[src/hw/rtl/vss_pkg.sv]
// Shared types and constants of the valve step sequencer.
// Holds item structs, request, event, phase and register codes.
// No dependencies.
`default_nettype none

package vss_pkg;

    localparam int MAX_STEPS = 16;
    localparam int IDX_W     = (MAX_STEPS > 1) ? $clog2(MAX_STEPS) : 1;
    localparam int CNT_W     = IDX_W + 1;
    localparam int LEAD_W    = 22;
    localparam int STEPS_W   = 5;
    localparam int NODE_W    = 8;
    localparam int DUR_W     = 32;
    localparam int STEP_W    = 4;
    localparam int CFG_W     = 22;
    localparam int CFG_IDX_W = 1;

    localparam logic [LEAD_W-1:0] LEAD_MAX = '1;
    localparam logic [DUR_W-1:0]  DUR_MAX  = '1;

    typedef enum logic [CFG_IDX_W-1:0] {
        CFG_PUMP_LEAD    = 1'b0,
        CFG_STEPS_IN_USE = 1'b1
    } t_cfg_reg;

    typedef enum logic [1:0] {
        REQ_TICK  = 2'd0,
        REQ_REPLY = 2'd1,
        REQ_LOAD  = 2'd2,
        REQ_STOP  = 2'd3
    } t_req;

    typedef enum logic [2:0] {
        EV_STARTED  = 3'd0,
        EV_MOVED    = 3'd1,
        EV_NO_NEXT  = 3'd2,
        EV_STOPPED  = 3'd3,
        EV_NO_START = 3'd4
    } t_event;

    typedef enum logic [2:0] {
        PH_IDLE        = 3'd0,
        PH_START_OPEN  = 3'd1,
        PH_START_CLOSE = 3'd2,
        PH_LEAD        = 3'd3,
        PH_RUN         = 3'd4,
        PH_ADV_OPEN    = 3'd5,
        PH_ADV_CLOSE   = 3'd6
    } t_phase;

    typedef struct packed {
        logic [1:0]        req_type;
        logic              acked;
        logic [STEP_W-1:0] entry_index;
        logic [NODE_W-1:0] entry_node;
        logic [DUR_W-1:0]  entry_duration;
    } t_in_item;

    typedef struct packed {
        logic              cmd_valid;
        logic              cmd_open;
        logic [NODE_W-1:0] cmd_node;
        logic [STEP_W-1:0] cmd_step;
        logic [DUR_W-1:0]  cmd_duration;
        logic              pump_drive;
        logic              event_valid;
        logic [2:0]        event_code;
        logic [STEP_W-1:0] active_step;
        logic              active_valid;
        logic              busy_res;
    } t_out_item;

    typedef struct packed {
        logic              en;
        logic [IDX_W-1:0]  idx;
        logic [NODE_W-1:0] node;
        logic [DUR_W-1:0]  dur;
    } t_tbl_wr;

endpackage

`default_nettype wire

[src/hw/rtl/vss_in_reg.sv]
// Input register of the valve step sequencer: holds one accepted item.
// Depends on vss_pkg.
`default_nettype none

module vss_in_reg (
    input  wire              i_clk,
    input  wire              i_rst_n,
    input  wire              i_valid,
    output logic             o_ready,
    input  vss_pkg::t_in_item i_item,
    output logic             o_valid,
    input  wire              i_take,
    output vss_pkg::t_in_item o_item
);

    logic              r_valid;
    vss_pkg::t_in_item r_item;

    assign o_ready = !r_valid || i_take;
    assign o_valid = r_valid;
    assign o_item  = r_item;

    always_ff @(posedge i_clk) begin
        if (!i_rst_n) begin
            r_valid <= 1'b0;
        end else if (o_ready) begin
            r_valid <= i_valid;
        end
    end

    always_ff @(posedge i_clk) begin
        if (i_valid && o_ready) begin
            r_item <= i_item;
        end
    end

endmodule

`default_nettype wire

[src/hw/rtl/vss_table.sv]
// Step table: node number and duration per entry, one write and one read port.
// Depends on vss_pkg.
`default_nettype none

module vss_table (
    input  wire                            i_clk,
    input  vss_pkg::t_tbl_wr               i_wr,
    input  wire  [vss_pkg::IDX_W-1:0]      i_rd_idx,
    output logic [vss_pkg::NODE_W-1:0]     o_rd_node,
    output logic [vss_pkg::DUR_W-1:0]      o_rd_dur
);

    logic [vss_pkg::NODE_W-1:0] r_node [vss_pkg::MAX_STEPS];
    logic [vss_pkg::DUR_W-1:0]  r_dur  [vss_pkg::MAX_STEPS];

    always_ff @(posedge i_clk) begin
        if (i_wr.en) begin
            r_node[i_wr.idx] <= i_wr.node;
            r_dur[i_wr.idx]  <= i_wr.dur;
        end
    end

    assign o_rd_node = r_node[i_rd_idx];
    assign o_rd_dur  = r_dur[i_rd_idx];

endmodule

`default_nettype wire

[src/hw/rtl/vss_ctrl.sv]
// Sequencer control: phase machine, step timing and result build per item.
// Depends on vss_pkg; reads the step table through its read port, which the top connects to vss_table.
`default_nettype none

module vss_ctrl (
    input  wire                          i_clk,
    input  wire                          i_rst_n,
    input  wire                          i_go,
    input  vss_pkg::t_in_item            i_item,
    input  wire  [vss_pkg::LEAD_W-1:0]   i_pump_lead,
    input  wire  [vss_pkg::STEPS_W-1:0]  i_steps_in_use,
    output logic [vss_pkg::IDX_W-1:0]    o_rd_idx,
    input  wire  [vss_pkg::NODE_W-1:0]   i_rd_node,
    input  wire  [vss_pkg::DUR_W-1:0]    i_rd_dur,
    output vss_pkg::t_tbl_wr             o_wr,
    output vss_pkg::t_out_item           o_res
);

    localparam int IDX_W = vss_pkg::IDX_W;
    localparam int CNT_W = vss_pkg::CNT_W;

    vss_pkg::t_phase            r_phase, n_phase;
    logic                       r_loaded, n_loaded;
    logic [IDX_W-1:0]           r_scan, n_scan;
    logic [IDX_W-1:0]           r_cur, n_cur;
    logic                       r_cur_v, n_cur_v;
    logic [IDX_W-1:0]           r_found, n_found;
    logic                       r_found_v, n_found_v;
    logic [vss_pkg::DUR_W-1:0]  r_elapsed, n_elapsed;
    logic [vss_pkg::LEAD_W-1:0] r_lead, n_lead;
    logic                       r_pump, n_pump;
    logic [vss_pkg::DUR_W-1:0]  r_cur_dur, n_cur_dur;

    logic [CNT_W-1:0] steps_n;
    logic             load_ok;

    always_comb begin
        if (int'(i_steps_in_use) > vss_pkg::MAX_STEPS) begin
            steps_n = CNT_W'(vss_pkg::MAX_STEPS);
        end else begin
            steps_n = CNT_W'(i_steps_in_use);
        end
    end

    assign load_ok  = int'(i_item.entry_index) < vss_pkg::MAX_STEPS;
    assign o_wr.en  = i_go && (vss_pkg::t_req'(i_item.req_type) == vss_pkg::REQ_LOAD) && load_ok;
    assign o_wr.idx  = IDX_W'(i_item.entry_index);
    assign o_wr.node = i_item.entry_node;
    assign o_wr.dur  = i_item.entry_duration;

    always_ff @(posedge i_clk) begin
        if (!i_rst_n) begin
            r_phase   <= vss_pkg::PH_IDLE;
            r_loaded  <= 1'b0;
            r_scan    <= '0;
            r_cur     <= '0;
            r_cur_v   <= 1'b0;
            r_found   <= '0;
            r_found_v <= 1'b0;
            r_elapsed <= '0;
            r_lead    <= '0;
            r_pump    <= 1'b0;
            r_cur_dur <= '0;
        end else if (i_go) begin
            r_phase   <= n_phase;
            r_loaded  <= n_loaded;
            r_scan    <= n_scan;
            r_cur     <= n_cur;
            r_cur_v   <= n_cur_v;
            r_found   <= n_found;
            r_found_v <= n_found_v;
            r_elapsed <= n_elapsed;
            r_lead    <= n_lead;
            r_pump    <= n_pump;
            r_cur_dur <= n_cur_dur;
        end
    end

    always_comb begin
        logic             cmd_v;
        logic             cmd_open;
        logic [IDX_W-1:0] cmd_idx;
        logic             ev_v;
        vss_pkg::t_event  ev_code;
        logic             do_sweep;
        logic             do_begin;
        logic             rd_found;
        logic [CNT_W-1:0] sweep_from;
        logic [CNT_W-1:0] sweep_i;
        logic [CNT_W-1:0] scan_inc;
        logic [CNT_W-1:0] cur_inc;

        n_phase   = r_phase;
        n_loaded  = r_loaded;
        n_scan    = r_scan;
        n_cur     = r_cur;
        n_cur_v   = r_cur_v;
        n_found   = r_found;
        n_found_v = r_found_v;
        n_elapsed = r_elapsed;
        n_lead    = r_lead;
        n_pump    = r_pump;
        n_cur_dur = r_cur_dur;
        cmd_v     = 1'b0;
        cmd_open  = 1'b0;
        cmd_idx   = '0;
        ev_v      = 1'b0;
        ev_code   = vss_pkg::EV_STARTED;
        do_sweep  = 1'b0;
        do_begin  = 1'b0;
        rd_found  = 1'b0;
        sweep_from = '0;
        sweep_i   = '0;
        scan_inc  = {1'b0, r_scan} + CNT_W'(1);
        cur_inc   = {1'b0, r_cur} + CNT_W'(1);

        unique case (vss_pkg::t_req'(i_item.req_type))
            vss_pkg::REQ_LOAD: begin
                if (load_ok) begin
                    n_loaded = 1'b1;
                    if (IDX_W'(i_item.entry_index) == r_cur) begin
                        n_cur_dur = i_item.entry_duration;
                    end
                end
            end
            vss_pkg::REQ_STOP: begin
                if (r_cur_v && ({1'b0, r_cur} < steps_n)) begin
                    cmd_v   = 1'b1;
                    cmd_idx = r_cur;
                end
                n_pump    = 1'b0;
                n_phase   = vss_pkg::PH_IDLE;
                n_cur_v   = 1'b0;
                n_found_v = 1'b0;
                ev_v      = 1'b1;
                ev_code   = vss_pkg::EV_STOPPED;
            end
            vss_pkg::REQ_TICK: begin
                unique case (r_phase)
                    vss_pkg::PH_IDLE: begin
                        if (r_loaded && (steps_n != '0)) begin
                            n_scan    = '0;
                            n_found_v = 1'b0;
                            n_phase   = vss_pkg::PH_START_OPEN;
                            cmd_v     = 1'b1;
                            cmd_open  = 1'b1;
                            cmd_idx   = '0;
                        end
                    end
                    vss_pkg::PH_LEAD: begin
                        if (r_lead != vss_pkg::LEAD_MAX) begin
                            n_lead = r_lead + vss_pkg::LEAD_W'(1);
                        end
                        if (n_lead >= i_pump_lead) begin
                            do_begin = 1'b1;
                        end
                    end
                    vss_pkg::PH_RUN: begin
                        if (!r_cur_v || ({1'b0, r_cur} >= steps_n)) begin
                            n_pump    = 1'b0;
                            n_phase   = vss_pkg::PH_IDLE;
                            n_cur_v   = 1'b0;
                            n_found_v = 1'b0;
                            ev_v      = 1'b1;
                            ev_code   = vss_pkg::EV_NO_NEXT;
                        end else begin
                            if (r_elapsed != vss_pkg::DUR_MAX) begin
                                n_elapsed = r_elapsed + vss_pkg::DUR_W'(1);
                            end
                            if (n_elapsed >= r_cur_dur) begin
                                n_found_v = 1'b0;
                                n_scan    = cur_inc[IDX_W-1:0];
                                cmd_v     = 1'b1;
                                if (cur_inc < steps_n) begin
                                    n_phase  = vss_pkg::PH_ADV_OPEN;
                                    cmd_open = 1'b1;
                                    cmd_idx  = cur_inc[IDX_W-1:0];
                                end else begin
                                    n_phase = vss_pkg::PH_ADV_CLOSE;
                                    cmd_idx = r_cur;
                                end
                            end
                        end
                    end
                    default: begin
                    end
                endcase
            end
            vss_pkg::REQ_REPLY: begin
                unique case (r_phase)
                    vss_pkg::PH_START_OPEN: begin
                        if (i_item.acked) begin
                            n_found    = r_scan;
                            n_found_v  = 1'b1;
                            do_sweep   = 1'b1;
                            sweep_from = '0;
                        end else begin
                            n_scan = scan_inc[IDX_W-1:0];
                            if (scan_inc < steps_n) begin
                                cmd_v    = 1'b1;
                                cmd_open = 1'b1;
                                cmd_idx  = scan_inc[IDX_W-1:0];
                            end else begin
                                n_phase = vss_pkg::PH_IDLE;
                                ev_v    = 1'b1;
                                ev_code = vss_pkg::EV_NO_START;
                            end
                        end
                    end
                    vss_pkg::PH_START_CLOSE: begin
                        do_sweep   = 1'b1;
                        sweep_from = scan_inc;
                    end
                    vss_pkg::PH_ADV_OPEN: begin
                        cmd_v = 1'b1;
                        if (i_item.acked) begin
                            n_found   = r_scan;
                            n_found_v = 1'b1;
                            n_phase   = vss_pkg::PH_ADV_CLOSE;
                            cmd_idx   = r_cur;
                        end else begin
                            n_scan = scan_inc[IDX_W-1:0];
                            if (scan_inc < steps_n) begin
                                cmd_open = 1'b1;
                                cmd_idx  = scan_inc[IDX_W-1:0];
                            end else begin
                                n_phase = vss_pkg::PH_ADV_CLOSE;
                                cmd_idx = r_cur;
                            end
                        end
                    end
                    vss_pkg::PH_ADV_CLOSE: begin
                        if (r_found_v) begin
                            n_cur     = r_found;
                            n_cur_v   = 1'b1;
                            n_found_v = 1'b0;
                            n_elapsed = '0;
                            n_phase   = vss_pkg::PH_RUN;
                            n_cur_dur = i_rd_dur;
                            rd_found  = 1'b1;
                            ev_v      = 1'b1;
                            ev_code   = vss_pkg::EV_MOVED;
                        end else begin
                            n_pump    = 1'b0;
                            n_phase   = vss_pkg::PH_IDLE;
                            n_cur_v   = 1'b0;
                            n_found_v = 1'b0;
                            ev_v      = 1'b1;
                            ev_code   = vss_pkg::EV_NO_NEXT;
                        end
                    end
                    default: begin
                    end
                endcase
            end
            default: begin
            end
        endcase

        if (do_sweep) begin
            if ((sweep_from == {1'b0, n_found}) && (sweep_from < steps_n)) begin
                sweep_i = sweep_from + CNT_W'(1);
            end else begin
                sweep_i = sweep_from;
            end
            if (sweep_i < steps_n) begin
                n_scan  = sweep_i[IDX_W-1:0];
                n_phase = vss_pkg::PH_START_CLOSE;
                cmd_v   = 1'b1;
                cmd_idx = sweep_i[IDX_W-1:0];
            end else begin
                n_pump = 1'b1;
                n_lead = '0;
                if (i_pump_lead == '0) begin
                    do_begin = 1'b1;
                end else begin
                    n_phase = vss_pkg::PH_LEAD;
                end
            end
        end

        if (do_begin) begin
            n_phase   = vss_pkg::PH_RUN;
            n_cur     = n_found;
            n_cur_v   = 1'b1;
            n_found_v = 1'b0;
            n_elapsed = '0;
            n_cur_dur = i_rd_dur;
            rd_found  = 1'b1;
            ev_v      = 1'b1;
            ev_code   = vss_pkg::EV_STARTED;
        end

        o_rd_idx = rd_found ? n_found : cmd_idx;

        o_res.cmd_valid    = cmd_v;
        o_res.cmd_open     = cmd_v && cmd_open;
        o_res.cmd_node     = cmd_v ? i_rd_node : '0;
        o_res.cmd_step     = cmd_v ? vss_pkg::STEP_W'(cmd_idx) : '0;
        o_res.cmd_duration = (cmd_v && cmd_open) ? i_rd_dur : '0;
        o_res.pump_drive   = n_pump;
        o_res.event_valid  = ev_v;
        o_res.event_code   = ev_v ? ev_code : vss_pkg::EV_STARTED;
        o_res.active_step  = n_cur_v ? vss_pkg::STEP_W'(n_cur) : '0;
        o_res.active_valid = n_cur_v;
        o_res.busy_res     = (n_phase != vss_pkg::PH_IDLE) && (n_phase != vss_pkg::PH_RUN);
    end

endmodule

`default_nettype wire

[src/hw/rtl/vss_out_reg.sv]
// Result register of the valve step sequencer: holds one item until taken.
// Depends on vss_pkg.
`default_nettype none

module vss_out_reg (
    input  wire               i_clk,
    input  wire               i_rst_n,
    input  wire               i_load,
    output logic              o_room,
    input  vss_pkg::t_out_item i_res,
    output logic              o_valid,
    input  wire               i_ready,
    output vss_pkg::t_out_item o_item
);

    logic               r_valid;
    vss_pkg::t_out_item r_item;

    assign o_room  = !r_valid || i_ready;
    assign o_valid = r_valid;
    assign o_item  = r_item;

    always_ff @(posedge i_clk) begin
        if (!i_rst_n) begin
            r_valid <= 1'b0;
        end else if (o_room) begin
            r_valid <= i_load;
        end
    end

    always_ff @(posedge i_clk) begin
        if (i_load) begin
            r_item <= i_res;
        end
    end

endmodule

`default_nettype wire

[src/hw/rtl/valve_step_sequencer_unit.sv]
// Top level of the valve step sequencer: input register, control, step table,
// result register and the configuration registers. Depends on vss_pkg.
//
//   channel   direction  handshake              payload
//   input     in         i_valid / o_ready      i_item  (vss_pkg::t_in_item)
//   result    out        o_valid / i_ready      o_item  (vss_pkg::t_out_item)
//   config    in         i_cfg_wen (no wait)    i_cfg_idx, i_cfg_data
//
// One item per cycle sustained while the result channel is ready; each item passes
// the input register, then the single-pass step logic, and its result is held in
// the result register. Exactly one result per item, in order.
// Synchronous reset clears control and sequencer state; table entries are
// undefined until loaded. A stalled result holds in the result register while
// the input register still takes one more item.
`default_nettype none

module valve_step_sequencer_unit (
    input  wire                               i_clk,
    input  wire                               i_rst_n,
    input  wire                               i_valid,
    output logic                              o_ready,
    input  vss_pkg::t_in_item                 i_item,
    output logic                              o_valid,
    input  wire                               i_ready,
    output vss_pkg::t_out_item                o_item,
    input  wire                               i_cfg_wen,
    input  wire  [vss_pkg::CFG_IDX_W-1:0]     i_cfg_idx,
    input  wire  [vss_pkg::CFG_W-1:0]         i_cfg_data
);

    logic [vss_pkg::LEAD_W-1:0]  r_pump_lead;
    logic [vss_pkg::STEPS_W-1:0] r_steps_in_use;

    logic                        in_valid;
    vss_pkg::t_in_item           in_item;
    logic                        out_room;
    logic                        go;
    logic [vss_pkg::IDX_W-1:0]   rd_idx;
    logic [vss_pkg::NODE_W-1:0]  rd_node;
    logic [vss_pkg::DUR_W-1:0]   rd_dur;
    vss_pkg::t_tbl_wr            tbl_wr;
    vss_pkg::t_out_item          res;

    assign go = in_valid && out_room;

    always_ff @(posedge i_clk) begin
        if (!i_rst_n) begin
            r_pump_lead    <= '0;
            r_steps_in_use <= '0;
        end else if (i_cfg_wen) begin
            unique case (vss_pkg::t_cfg_reg'(i_cfg_idx))
                vss_pkg::CFG_PUMP_LEAD:    r_pump_lead    <= i_cfg_data[vss_pkg::LEAD_W-1:0];
                vss_pkg::CFG_STEPS_IN_USE: r_steps_in_use <= i_cfg_data[vss_pkg::STEPS_W-1:0];
                default: begin
                end
            endcase
        end
    end

    vss_in_reg u_in_reg (
        .i_clk   (i_clk),
        .i_rst_n (i_rst_n),
        .i_valid (i_valid),
        .o_ready (o_ready),
        .i_item  (i_item),
        .o_valid (in_valid),
        .i_take  (out_room),
        .o_item  (in_item)
    );

    vss_table u_table (
        .i_clk     (i_clk),
        .i_wr      (tbl_wr),
        .i_rd_idx  (rd_idx),
        .o_rd_node (rd_node),
        .o_rd_dur  (rd_dur)
    );

    vss_ctrl u_ctrl (
        .i_clk          (i_clk),
        .i_rst_n        (i_rst_n),
        .i_go           (go),
        .i_item         (in_item),
        .i_pump_lead    (r_pump_lead),
        .i_steps_in_use (r_steps_in_use),
        .o_rd_idx       (rd_idx),
        .i_rd_node      (rd_node),
        .i_rd_dur       (rd_dur),
        .o_wr           (tbl_wr),
        .o_res          (res)
    );

    vss_out_reg u_out_reg (
        .i_clk   (i_clk),
        .i_rst_n (i_rst_n),
        .i_load  (go),
        .o_room  (out_room),
        .i_res   (res),
        .o_valid (o_valid),
        .i_ready (i_ready),
        .o_item  (o_item)
    );

endmodule

`default_nettype wire

[config.mk]
export PLATFORM = sky130hd
export DESIGN_NAME = valve_step_sequencer_unit
export DESIGN_NICKNAME = d
export VERILOG_FILES = /design/src/hw/rtl/vss_pkg.sv /design/src/hw/rtl/vss_in_reg.sv /design/src/hw/rtl/vss_table.sv /design/src/hw/rtl/vss_ctrl.sv /design/src/hw/rtl/vss_out_reg.sv /design/src/hw/rtl/valve_step_sequencer_unit.sv
export SDC_FILE = /design/constraint.sdc
export NUM_CORES = 1
export LEC_CHECK = 0
export BUFFER_PORTS_ARGS = -buffer_cell sky130_fd_sc_hd__buf_2
export CAP_MARGIN = 25
export CORE_MARGIN = 5
export CORE_UTILIZATION = 64
export CTS_BUF_LIST = sky130_fd_sc_hd__clkbuf_4
export DETAILED_ROUTE_END_ITERATION = 6
export PLACE_DENSITY = 0.88
export SYNTH_ARGS = -nofsm -noshare
export SYNTH_HDL_FRONTEND = slang
export SYNTH_SLANG_ARGS = --single-unit
[constraint.sdc]
create_clock -name i_clk -period 6.95 [get_ports i_clk]
set_input_delay 0.695 -clock i_clk [delete_from_list [all_inputs] [get_ports i_clk]]
set_output_delay 0.695 -clock i_clk [all_outputs]
set_load 0.02 [all_outputs]
Word-level counts from Yosys, hierarchy flattened
Memories as Yosys holds them, arrays and structs flattened. A register that Yosys moved wholly into a read port is not among the register bits.
Index checks and enable logic that the tools add are counted.
{ "op_classes": {"mux": 139, "reduce_logical": 31, "n_addsub": 5, "eq_ne": 24, "n_bitwise": 2, "n_lt_le_gt_ge": 9} }
{ "op_table": {"columns": ["cell", "count"], "rows": [
  ["32-bit two-way mux", 13],
  ["22-bit two-way mux", 7],
  ["32-bit one-hot mux with 2 select lines", 2],
  ["4-bit two-way mux", 26],
  ["1-bit two-way mux", 46],
  ["3-bit two-way mux", 15],
  ["32-bit by 1-bit adder with 32-bit output, second input constant", 1],
  ["32-bit greater-or-equal comparator", 1],
  ["32-bit inequality test, second input constant", 1],
  ["3-bit one-hot mux with 3 select lines", 3],
  ["5-bit two-way mux", 5],
  ["4-bit one-hot mux with 2 select lines", 3],
  ["22-bit by 1-bit adder with 22-bit output, second input constant", 1],
  ["22-bit greater-or-equal comparator", 1],
  ["22-bit logical NOT", 1],
  ["22-bit inequality test, second input constant", 1],
  ["5-bit < comparator", 4],
  ["1-bit one-hot mux with 2 select lines", 8],
  ["1-bit one-hot mux with 3 select lines", 5],
  ["4-bit by 2-bit inequality test with 1-bit output, second input constant", 3],
  ["3-bit one-hot mux with 2 select lines", 2],
  ["4-bit one-hot mux with 3 select lines", 1],
  ["4-bit by 1-bit adder with 5-bit output, second input constant", 2],
  ["3-bit == test, second input constant", 3],
  ["other kinds (29)", 55]
]} }
{ "totals": {"output_inout_bits": 59, "word_cells": 242, "mem_count": 2, "reg_bits": 230, "ram_bits": 640} }
{ "mem_list": {"columns": ["name", "words", "width", "read_ports", "rd_clocked_by_memory_dff", "wr", "line", "text"], "rows": [
  ["u_table.r_dur", 16, 32, 1, 0, 1, "vss_table.sv:14", "logic [vss_pkg::DUR_W-1:0] r_dur [vss_pkg::MAX_STEPS];"],
  ["u_table.r_node", 16, 8, 1, 1, 1, "vss_table.sv:13", "logic [vss_pkg::NODE_W-1:0] r_node [vss_pkg::MAX_STEPS];"]
]} }

Logic depth before layout (Yosys ltp)
An unclocked memory read counts as a cell.
{ "logic_depth": {"word_depth": 20, "ltp_mapped": 32, "ltp_nobuf": 26} }

Cells and area by module
From an unflattened synthesis, not the netlist that was laid out.
{ "hier_totals": {"cells_unflattened": 2547, "hier_area_um2": 38237.9} }
{ "by_module_without_submodules": {"columns": ["module", "n_inst", "seq_area_each_um2", "area_each_um2", "cells_per_inst"], "rows": [
  ["vss_table", 1, 19218.4, 24330.8, 1000],
  ["vss_ctrl", 1, 2102.0, 9566.7, 1319],
  ["vss_out_reg", 1, 1731.7, 1760.4, 61],
  ["vss_in_reg", 1, 1431.4, 1468.9, 52],
  ["valve_step_sequencer_unit", 1, 540.5, 1111.1, 115]
]} }

Worst setup path before layout
OpenSTA, ideal clock, no wires.
{ "synth_path": {"kind": "register to register", "start": "register u_ctrl.r_phase[2]", "end": "register u_out_reg.r_item (netlist bit u_out_reg.o_item[25]) (data pin)", "path_slack_ns": 0.851, "t_arrival_ns": 5.833, "path_stages_with_launch": 30, "path_cell_list": "dfxtp_1 buf_6 or3b_4 nor2_1 nand2_1 inv_1 ha_1 a21o_1 a21o_1 a221oi_1 nand4_1 or2_1 buf_6 inv_1 nand2_1 xnor2_1 ha_1 a21o_1 a21o_1 a211oi_1 o21a_1 nand2_1 mux2_2 o211ai_1 o21a_1 buf_4 clkbuf_1 mux4_2 a221oi_2 nor2_1"} }
{ "synth_between": {"elab_chain_len": 14, "elab_cells_between_ends": 45, "cone_classes": "add/sub (1); order compare (2); eq/ne (7); mux (30); reduce/logical (4); memory (1)"} }
{ "synth_lines": {"columns": ["element", "line", "text"], "rows": [
  ["from (decl)", "vss_ctrl.sv:22", "vss_pkg::t_phase r_phase, n_phase;"],
  ["from (signal assigned)", "vss_ctrl.sv:53", "r_phase <= vss_pkg::PH_IDLE;"],
  ["from (signal assigned)", "vss_ctrl.sv:65", "r_phase <= n_phase;"],
  ["parallel branches: the longest is 14 deep, another holds 5-bit < comparator", null, null],
  ["to (signal assigned)", "vss_out_reg.sv:33", "r_item <= i_res;"],
  ["to (decl)", "vss_out_reg.sv:17", "vss_pkg::t_out_item r_item;"]
]} }
Parallel ways; which one is timed is not known. The select of a mux whose other input is x is not followed.
A chain may end at the register's enable or synchronous reset.

Final worst setup path
{ "layout_path": {"start": "register u_ctrl.r_elapsed[26] (netlist bit)", "end": "register u_out_reg.o_item[47] (netlist name)"} }
{ "layout_between": {"elab_chain_len": 13, "elab_cells_between_ends": 21, "cone_classes": "add/sub (1); order compare (1); eq/ne (1); mux (17); reduce/logical (1)"} }
{ "layout_lines": {"columns": ["element", "line", "text"], "rows": [
  ["from (decl)", "vss_ctrl.sv:29", "logic [vss_pkg::DUR_W-1:0] r_elapsed, n_elapsed;"],
  ["from (signal assigned)", "vss_ctrl.sv:72", "r_elapsed <= n_elapsed;"],
  ["32-bit by 1-bit adder with 32-bit output or 32-bit inequality test (tied branches)", "vss_ctrl.sv:168, vss_ctrl.sv:167", null],
  ["32-bit two-way mux *", "vss_ctrl.sv:167", "if (r_elapsed != vss_pkg::DUR_MAX) begin"],
  ["32-bit two-way mux *", "vss_ctrl.sv:159", "if (!r_cur_v || ({1'b0, r_cur} >= steps_n)) begin"],
  ["32-bit two-way mux *", "vss_ctrl.sv:139", "unique case (r_phase)"],
  ["32-bit two-way mux *", "vss_ctrl.sv:117", "unique case (vss_pkg::t_req'(i_item.req_type))"],
  ["32-bit greater-or-equal comparator *", "vss_ctrl.sv:170", "if (n_elapsed >= r_cur_dur) begin"],
  ["1-bit two-way mux or 4-bit two-way mux (tied branches)", "vss_ctrl.sv:170", null],
  ["1-bit two-way mux or 4-bit two-way mux (tied branches)", "vss_ctrl.sv:159", null],
  ["1-bit one-hot mux with 2 select lines or 4-bit two-way mux (tied branches)", null, null],
  ["1-bit one-hot mux with 3 select lines or 4-bit one-hot mux with 3 select lines (tied branches)", "vss_ctrl.sv:117", null],
  ["1-bit two-way mux or 4-bit two-way mux (tied branches)", "vss_ctrl.sv:266", "if (sweep_i < steps_n) begin"],
  ["1-bit two-way mux or 4-bit two-way mux (tied branches)", "vss_ctrl.sv:260", "if (do_sweep) begin"],
  ["1-bit logical NOT (no source line) or 4-bit two-way mux (tied branches)", null, null]
]} }
Every way passes the cells marked *; elsewhere a longest branch is shown, timed or not. The select of a mux whose other input is x is not followed.

==> reports/metrics.cfg <==
[drt]
avgViaCountPerCell = 6.80
ant_nets = 0
top_layer = met5
first_iter_violations = 4129
route.met2.wl_mm = 53.7
drc_errors = 0
vias = 26726
wl_mm = 110
met3_length_mm = 13.5
wl_per_cell_um = 28.1
first_pass_iters = 6
wl_met1_mm = 36.2

[clocking]
root_buffer = clkbuf_4
cts_buffers = 204
htreeDepth = 4
clk_pin_slew_worst_paths_ps = 90
cts_tree = built
cts_sinks = 878
clk_path_buf_depth = 3
worstSkewPairLatency_ps = 1150

[die]
start_util = 0.642
coreArea_sq_um = 58700
die_h_um = 253
fp.dieW_um = 253
die-area_sq_um = 63800
ioPinCount = 134
rows = 89

[setup_path]
crit_fanout = 16
critPathLaunch = u_ctrl.r_elapsed[26]$_SDFFE_PN0P_
cp.required_ps = 7790
critical_path_class = flip-flop to flip-flop
critPathLaunchType = flip-flop
worst_r2r_path_depth = 25
worstSetupEndpoint = u_out_reg.o_item[47]$_SDFFCE_PN0P_
r2r-end = u_out_reg.o_item[47]$_SDFFCE_PN0P_
arrival_ps = 7560
critPathCaptureType = flip-flop
r2r-start = u_ctrl.r_elapsed[26]$_SDFFE_PN0P_
regToRegSetupSlack_ps = 230

[logic_synthesis]
ys_ff_latch = 878
synth_flop_cell = edfxtp_1
synth_nets = 2774
syn_avg_cell_area_sq_um = 14.4
synth-compound-area-share = 0.0910
synth_cell_type_count = 84
synthMuxAreaShare = 0.0812
synth_top_family_by_area = simple AND/OR/NAND/NOR gates
ys_seq_area_frac = 0.664
synth_warnings = 0
synth-simple-area-share = 0.0931
syn_area_sq_um = 37700
async_flop_share = 0
syn-instance-count = 2619
synthAdderAreaFrac = 0.0266
synthXorXnorAreaFrac = 0.0176
synth-edff-count = 744

[power_and_ir_drop]
swShare = 0.238
power_density_nw_per_um2 = 240
internal_power_mw = 7.91
p_leak_nw = 15.1
p_clk_frac = 0.410
vdd_drop_max_mv = 0.259
p_total_mw = 10.4
power_frac_seq = 0.562
power_switching_mw = 2.47
p_comb_frac = 0.028

[sta]
setup-tns-final_ps = 0
fin_worst_skew_ps = 117
hold_viol_final = 0
tightest_slew_ps = 1120
post-route-period-util = 0.967
finalMaxSlewViolations = 0
max-slew-margin-rel = 0.256
fin_crit_ps = 6720
fin_ws_ps = 228
setup_viol = 0
max_freq_mhz = 149

[cells_and_area]
fillers = 3282
finish.utilization = 0.737
finalNonFillerCells = 3931
multi_input_area_sq_um = 11900
layout.nets = 3137
syn2layout_area_growth_pct = 14.8
drive_above_1_share = 0.248
seq_area_sq_um = 25000

[placed_design]
hpwlAfterDp_mm = 58.2
dpl_worst_slack_ps = 338
port_buffers = 133
dp_cells = 3463
routabilityCongestion = 0.948

[job]
drv_cap = 0

[min_path]
min_path_type = input port to flip-flop

[grt]
grt_pass1_vias = 26748
grt_max_degree = 85
antenna_found_initial = 4
grt_pass1_wl_mm = 161
grt_usage = 0.338
grt-ovfl-total = 0

[outcome]
status = finished, final reports clean

==> logic make-up (layout without fill, tap and decap cells) <==
| group | after synthesis | in the layout |
|---|---|---|
| DFF | 878 | 878 |
| AOI/OAI and AO/OA | 468 | 468 |
| adders and majority gates | 80 | 80 |
| buffers and inverters | 234 | 769 |
| other | 0 | 4 |
| muxes | 144 | 144 |
| xor gates and xnor gates | 75 | 75 |
| and+or+nand+nor | 740 | 740 |
==> power by group through the flow <==
| stage | clock [mW] | combinational, mW | sequential (mW) |
|---|---|---|---|
| 2_1_floorplan | 0 | 0.132 | 5.93 |
| 4_1_cts | 4.24 | 0.282 | 5.83 |
| 3_5_place_dp | 0 | 0.246 | 5.95 |
| 6_report | 4.25 | 0.294 | 5.83 |
| 3_3_place_gp | 0 | 0.238 | 5.94 |
| 5_1_grt | 4.57 | 0.312 | 5.84 |
==> stage by stage <==
step	hold slack [ps]	instance area (sq um)
5_1_grt	273	43300
4_1_cts	213	43100
3_5_place_dp	467	39600
2_1_floorplan	434	37700
3_3_place_gp	457	39600
6_report	264	43300
==> registers in the layout, indices dropped and copies added (netlist names) <==
register / flops
u_out_reg.o_valid: 1
u_ctrl.r_phase: 3
u_out_reg.o_item: 57
r_steps_in_use: 5
u_ctrl.r_found_v: 1
u_table.r_node: 128
u_ctrl.r_lead: 22
u_ctrl.r_cur_dur: 32
u_ctrl.r_loaded: 1
u_in_reg.o_valid: 1
r_pump_lead: 22
u_in_reg.o_item: 47
u_ctrl.r_pump: 1
u_ctrl.r_cur_v: 1
u_ctrl.r_elapsed: 32
u_ctrl.r_scan: 4
u_ctrl.r_cur: 4
u_ctrl.r_found: 4
u_table.r_dur: 512
==> area by class of cell <==
class	instances	area share
inverter	89	0.00775
antenna	4	0.000231
clock inverter	81	0.0105
sequential	878	0.578
clock buffer	297	0.0515
tap	773	0.0223
multi-input combinational	1507	0.275
timing repair buffer	302	0.0547
==> worst max-delay path, cell delays in order (launching register included) <==
cell and delay, ps:
dfxtp_1 360, and4_1 240, and3_1 220, nand4_1 130, nand3_1 190, nor3_2 290
nand4_1 210, or2_2 410, nand2b_1 210, nor2_1 180, xor2_2 140, ha_1 320
and4_1 210, nand4_1 150, a2111o_1 410, a31oi_1 260, buf_4 190, o2111ai_1 210
o211ai_1 400, o21a_4 210, clkbuf_4 230, buf_4 270, mux2_2 370, o211ai_1 190
o311ai_1 240, o311a_1 210
==> routing by layer <==
layer | vias to the layer above | track usage
li1 | 10956 | -
met1 | 12821 | 0.416
met2 | 2407 | 0.555
met3 | 536 | 0.0809
met4 | 6 | 0.190
met5 | - | 0
==> cell usage after synthesis (45+ instances only) <==
library cell / count / area [sq um]
a21oi_1: 68 / 340
o21ai_0: 64 / 320
and3_1: 51 / 319
edfxtp_1: 744 / 22300
mux4_2: 128 / 2880
a31oi_1: 45 / 282
inv_1: 87 / 327
nor3_1: 63 / 315
clkbuf_1: 88 / 330
nand2_1: 291 / 1090
nor2_1: 130 / 488
dfxtp_1: 134 / 2680
nand3_1: 52 / 260
ha_1: 80 / 1000
==> cells in the final DEF (no fill, tap or decap), types with 52 or more instances in the layout <==
cell type and count:
nor3_1 57, edfxtp_1 744, buf_4 76, buf_2 132, a21oi_1 68, nand3_1 52
o21ai_0 64, dlygate4sd3_1 77, clkbuf_4 298, dfxtp_1 134, nand2_1 291, mux4_2 128
inv_1 85, nor2_1 114, ha_1 79
==> what timing repair did <==
action | CTS | global route
endpoints found under the hold margin | 76 | 0
gates resized for setup | 0 | 14
setup endpoints to repair | 0 | 72
hold buffers | 77 | 0
buffers inserted | 0 | 6
==> worst min path at each step <==
stage	from	end	slack [ps]	cells after the start
after floorplan	u_ctrl.r_loaded$_SDFFE_PN0P_	u_ctrl.r_loaded$_SDFFE_PN0P_	430	1
after global placement	r_pump_lead[19]$_SDFFE_PN0P_	r_pump_lead[19]$_SDFFE_PN0P_	460	2
after detailed placement	r_pump_lead[17]$_SDFFE_PN0P_	r_pump_lead[17]$_SDFFE_PN0P_	470	2
after CTS	i_item[19]	u_in_reg.o_item[19]$_DFFE_PP_	210	2
after global routing	i_item[36]	u_in_reg.o_item[36]$_DFFE_PP_	270	2
final	i_item[39]	u_in_reg.o_item[39]$_DFFE_PP_	260	2
Note: power is estimated with default switching activity, not from simulation.
